<file path="src/fts_pkg.sv">
// Package for the frame time statistics unit: payload structs, constants,
// command/status structs between controller and datapath. No dependencies.
`default_nettype none
package fts_pkg;
	localparam int DEPTH = 256;
	localparam int AW = 8;
	localparam int KMAX = 3;
	localparam logic [1:0] FUNC_ADD = 2'd0;
	localparam logic [1:0] FUNC_SUM = 2'd1;
	localparam logic [1:0] FUNC_READ = 2'd2;
	localparam logic [1:0] FUNC_NOP = 2'd3;
	localparam logic [21:0] MAX_FRAME = 22'd2560000;
	localparam logic [37:0] MISS_LIMIT = 38'd384000;
	localparam logic [27:0] RATE_SCALE = 28'd65536000;

	typedef struct packed {
		logic [1:0] func;
		logic [21:0] frame_time;
		logic [7:0] entry_index;
	} in_word_t;

	typedef struct packed {
		logic [21:0] entry_frame;
		logic [8:0] sample_count;
		logic [21:0] current_frame;
		logic [21:0] average_frame;
		logic [21:0] worst_frame;
		logic [8:0] missed_count;
		logic [25:0] low_rate;
	} out_word_t;

	typedef struct packed {
		logic start_sum;
		logic start_read;
		logic do_add;
	} cmd_t;

	typedef struct packed {
		logic done;
	} stat_t;
endpackage
`default_nettype wire

</file>
<file path="src/fts_ctrl.sv">
// Controller: handshake, command issue and output valid state.
// Depends on fts_pkg.
`default_nettype none
module fts_ctrl (
	input wire logic clk,
	input wire logic arst_n,
	input wire logic in_valid,
	output logic in_stall,
	input wire fts_pkg::in_word_t in_word,
	output logic out_valid,
	input wire logic out_stall,
	output fts_pkg::cmd_t cmd,
	input wire fts_pkg::stat_t stat
);
	localparam logic [1:0] S_IDLE = 2'd0, S_WORK = 2'd1, S_OUT = 2'd2;
	logic [1:0] st_q;
	logic acc;
	assign in_stall = (st_q != S_IDLE);
	assign acc = in_valid && !in_stall;
	assign cmd.do_add = acc && in_word.func == fts_pkg::FUNC_ADD;
	assign cmd.start_sum = acc && in_word.func == fts_pkg::FUNC_SUM;
	assign cmd.start_read = acc && in_word.func == fts_pkg::FUNC_READ;
	assign out_valid = (st_q == S_OUT);
	always_ff @(posedge clk or negedge arst_n) begin
		if (!arst_n) st_q <= S_IDLE;
		else begin
			case (st_q)
				S_IDLE: if (cmd.start_sum || cmd.start_read) st_q <= S_WORK;
				S_WORK: if (stat.done) st_q <= S_OUT;
				S_OUT: if (!out_stall) st_q <= S_IDLE;
				default: st_q <= S_IDLE;
			endcase
		end
	end
endmodule
`default_nettype wire

</file>
<file path="config.mk">
export PLATFORM = sky130hd
export DESIGN_NAME = fts_ctrl
export DESIGN_NICKNAME = d
export VERILOG_FILES = /design/src/fts_pkg.sv /design/src/fts_ctrl.sv
export SDC_FILE = /design/constraint.sdc
export NUM_CORES = 1
export LEC_CHECK = 0
export BUFFER_PORTS_ARGS = -buffer_cell sky130_fd_sc_hd__buf_4
export CAP_MARGIN = 25
export CORE_AREA = 2 2 39 41
export CTS_BUF_LIST = sky130_fd_sc_hd__clkbuf_4 sky130_fd_sc_hd__clkbuf_8
export DETAILED_ROUTE_END_ITERATION = 7
export DIE_AREA = 0 0 41 43
export REMOVE_ABC_BUFFERS = 1
export SYNTH_ARGS = -nofsm -noshare
export SYNTH_HDL_FRONTEND = slang
export SYNTH_SLANG_ARGS = --single-unit
</file>
<file path="constraint.sdc">
create_clock -name clk -period 1.1 [get_ports clk]
set_input_delay 0.22 -clock clk [delete_from_list [all_inputs] [get_ports clk]]
set_output_delay 0.22 -clock clk [all_outputs]
set_load 0.1 [all_outputs]
</file>
==> results.json <==
{
  "layout_commonest_cell": "buf_4",
  "setup_slack_ps": -575,
  "final_max_slew_viol_count": 0,
  "syn_inst": 13,
  "synth.area.top_cells": "dfrtp_1, nor3b_2, or3b_4, a22o_1, o2bb2ai_1",
  "critPathKind": "register to primary output",
  "layout_common_cells": "buf_4, buf_6, clkbuf_4",
  "violations": "setup timing",
  "grt_pass1_vias": 192,
  "finalCritPeriodShare": 1.52,
  "crit_required_ps": 880,
  "core_mm2": 0.00138,
  "n_antenna_cell": 0,
  "power.ir.vdd_worst_v": 0.000639,
  "path_clk_slew_ps": 30,
  "reg_top3": "st_q: 2 flops",
  "die_area_mm2": 0.00176,
  "utilization": 0.276,
  "largest_reg_flops": 2,
  "drc_errors": 0,
  "cts_tree": "yes",
  "cts-root-buf": "clkbuf_4",
  "place_congestion": 0.503,
  "ys_seq_area_frac": 0.354,
  "drtIter0Drc": 1,
  "nets": 73,
  "dp_cells": 43,
  "post_dp_cell_area_um2": 267,
  "relSlewSlack": 0.865,
  "fmax_mhz": 597,
  "seqCellArea_um2": 50.0,
  "antenna_found_initial": 0,
  "whs_ps": 215,
  "instances_no_fill": 50,
  "syn_area_per_cell_um2": 10.9,
  "clkLatencyLatePin_ps": 230,
  "die_y_um": 43,
  "p_per_area_mw_per_mm2": 2250,
  "crit_fanout": 4,
  "ys_ff_latch": 2,
  "rsz0062_at_grt": "true",
  "syn-cell-area_um2": 141,
  "synthToLayoutAreaGrowth_pct": 170,
  "hold_viol": 0,
  "ys.warnings.count": 0,
  "num_vias": 189,
  "grt_usage": 0.0742,
  "clock_path_buffers": 2,
  "power.total_uw": 859,
  "fill_cells": 156,
  "die_x_um": 41,
  "antenna_left": 0,
  "finalWirelength_um": 461,
  "post_drt_via_cell_ratio": 3.78,
  "cellLeakagePower_uw": 0.000182,
  "worstSetupEndpointType": "primary output",
  "crit_arrival_ps": 1450,
  "grt_max_degree": 5,
  "drive_gt1_frac": 0.794,
  "rows": 14,
  "yosys.area.top_type": "dfrtp_1",
  "synth_top_area_frac": 0.354,
  "hold_path.class": "primary input to register",
  "final.min_clock_period_ps": 1670,
  "htree_levels": 1,
  "synth.distinct_cells": 11,
  "avgRoutedWirePerCell_um": 9.22,
  "io_pins": 42,
  "grt_first_pass_wirelength_um": 683,
  "fin_skew_ps": 0.250,
  "multi_input_comb_area_um2": 104,
  "cts_sinks": 2,
  "firstDrtPassIters": 2,
  "worst_setup_path_start_kind": "register",
  "status": "finished, violations left",
  "largest-register": "st_q",
  "timing.max_cap.violations": 0,
  "cts_made_buffers": 3,
  "tightest_slew_ps": 203,
  "io_buffers": 11,
  "initial_utilization": 0.102,
  "gr-total-overflow": 0,
  "setup_viol": 6,
  "final_area_um2": 382
}
[synthesized netlist by cell type]
| cell type | number |
|---|---|
| o2bb2ai_1 | 1 |
| nor3_1 | 1 |
| nor3b_2 | 2 |
| dfrtp_1 | 2 |
| or2_1 | 1 |
| or3b_4 | 1 |
| nor2b_1 | 1 |
| inv_1 | 1 |
| and2b_1 | 1 |
| xnor2_1 | 1 |
| a22o_1 | 1 |
[power breakdown]
| part | switching [µW] | internal [µW] |
|---|---|---|
| Combinational | 329 | 264 |
| Clock | 44.1 | 120 |
| Sequential | 8.86 | 92.3 |
| Total | 382 | 477 |
[stage by stage]
stage / setup TNS [ps] / worst slack [ps]
CTS: -2910 / -589
finish: -2870 / -575
detailed placement: -1280 / -390
floorplan: -5050 / -1950
global route: -3190 / -650
global placement: -1270 / -385
[metal layers]
| metal | vias up | global-route usage | wire length, µm |
|---|---|---|---|
| met2 | 8 | 0.0938 | 259 |
| met3 | 4 | 0.0314 | 19 |
| li1 | 89 | - | - |
| met5 | - | 0 | 0 |
| met1 | 88 | 0.0449 | 139 |
| met4 | 0 | 0.160 | 44 |
[cell type report]
class                           count  area share
Timing Repair Buffer               18       0.475
Multi-Input combinational cell     10       0.272
Sequential cell                     2       0.131
Clock buffer                        3      0.0590
Tap cell                           16      0.0525
Inverter                            1     0.00984
[path summary, 6_finish.rpt]
path	cells after the start	endpoint	from	slack, ps
worst min register to register	2	st_q[0]	st_q[1]	590
worst max-delay path	3	cmd[2]	st_q[0]	-570
worst max register to register	7	st_q[1]	st_q[0]	-300
max in group asynchronous	2	st_q[1]	arst_n	690
min in group asynchronous	2	st_q[0]	arst_n	320
worst min-delay path	2	st_q[1]	out_stall	220
[cells by family (layout without fill, tap and decap cells)]
family / after synthesis / count (layout) / synth area share
xor+xnor: 1 / 1 / 0.0620
compound gates: 2 / 2 / 0.124
buf+inv: 1 / 22 / 0.0265
flops: 2 / 2 / 0.354
simple gates: 7 / 7 / 0.434
[critical path, cell delays in order, from the launching register on]
cell and delay (ps):
dfrtp_1 360, or3b_4 430, nor3b_2 190, buf_6 250
[repair_timing]
item / 4_1_cts / 5_1_grt
endpoints found under the setup margin: 6 / 7
hold endpoints to repair: 2 / 0
pin swaps: 2 / 1
hold buffers: 1 / 0
buffers inserted: 3 / 0
resized for setup: 14 / 2
cloned: 0 / 0
No activity file was read; power rests on OpenSTA's default activity.
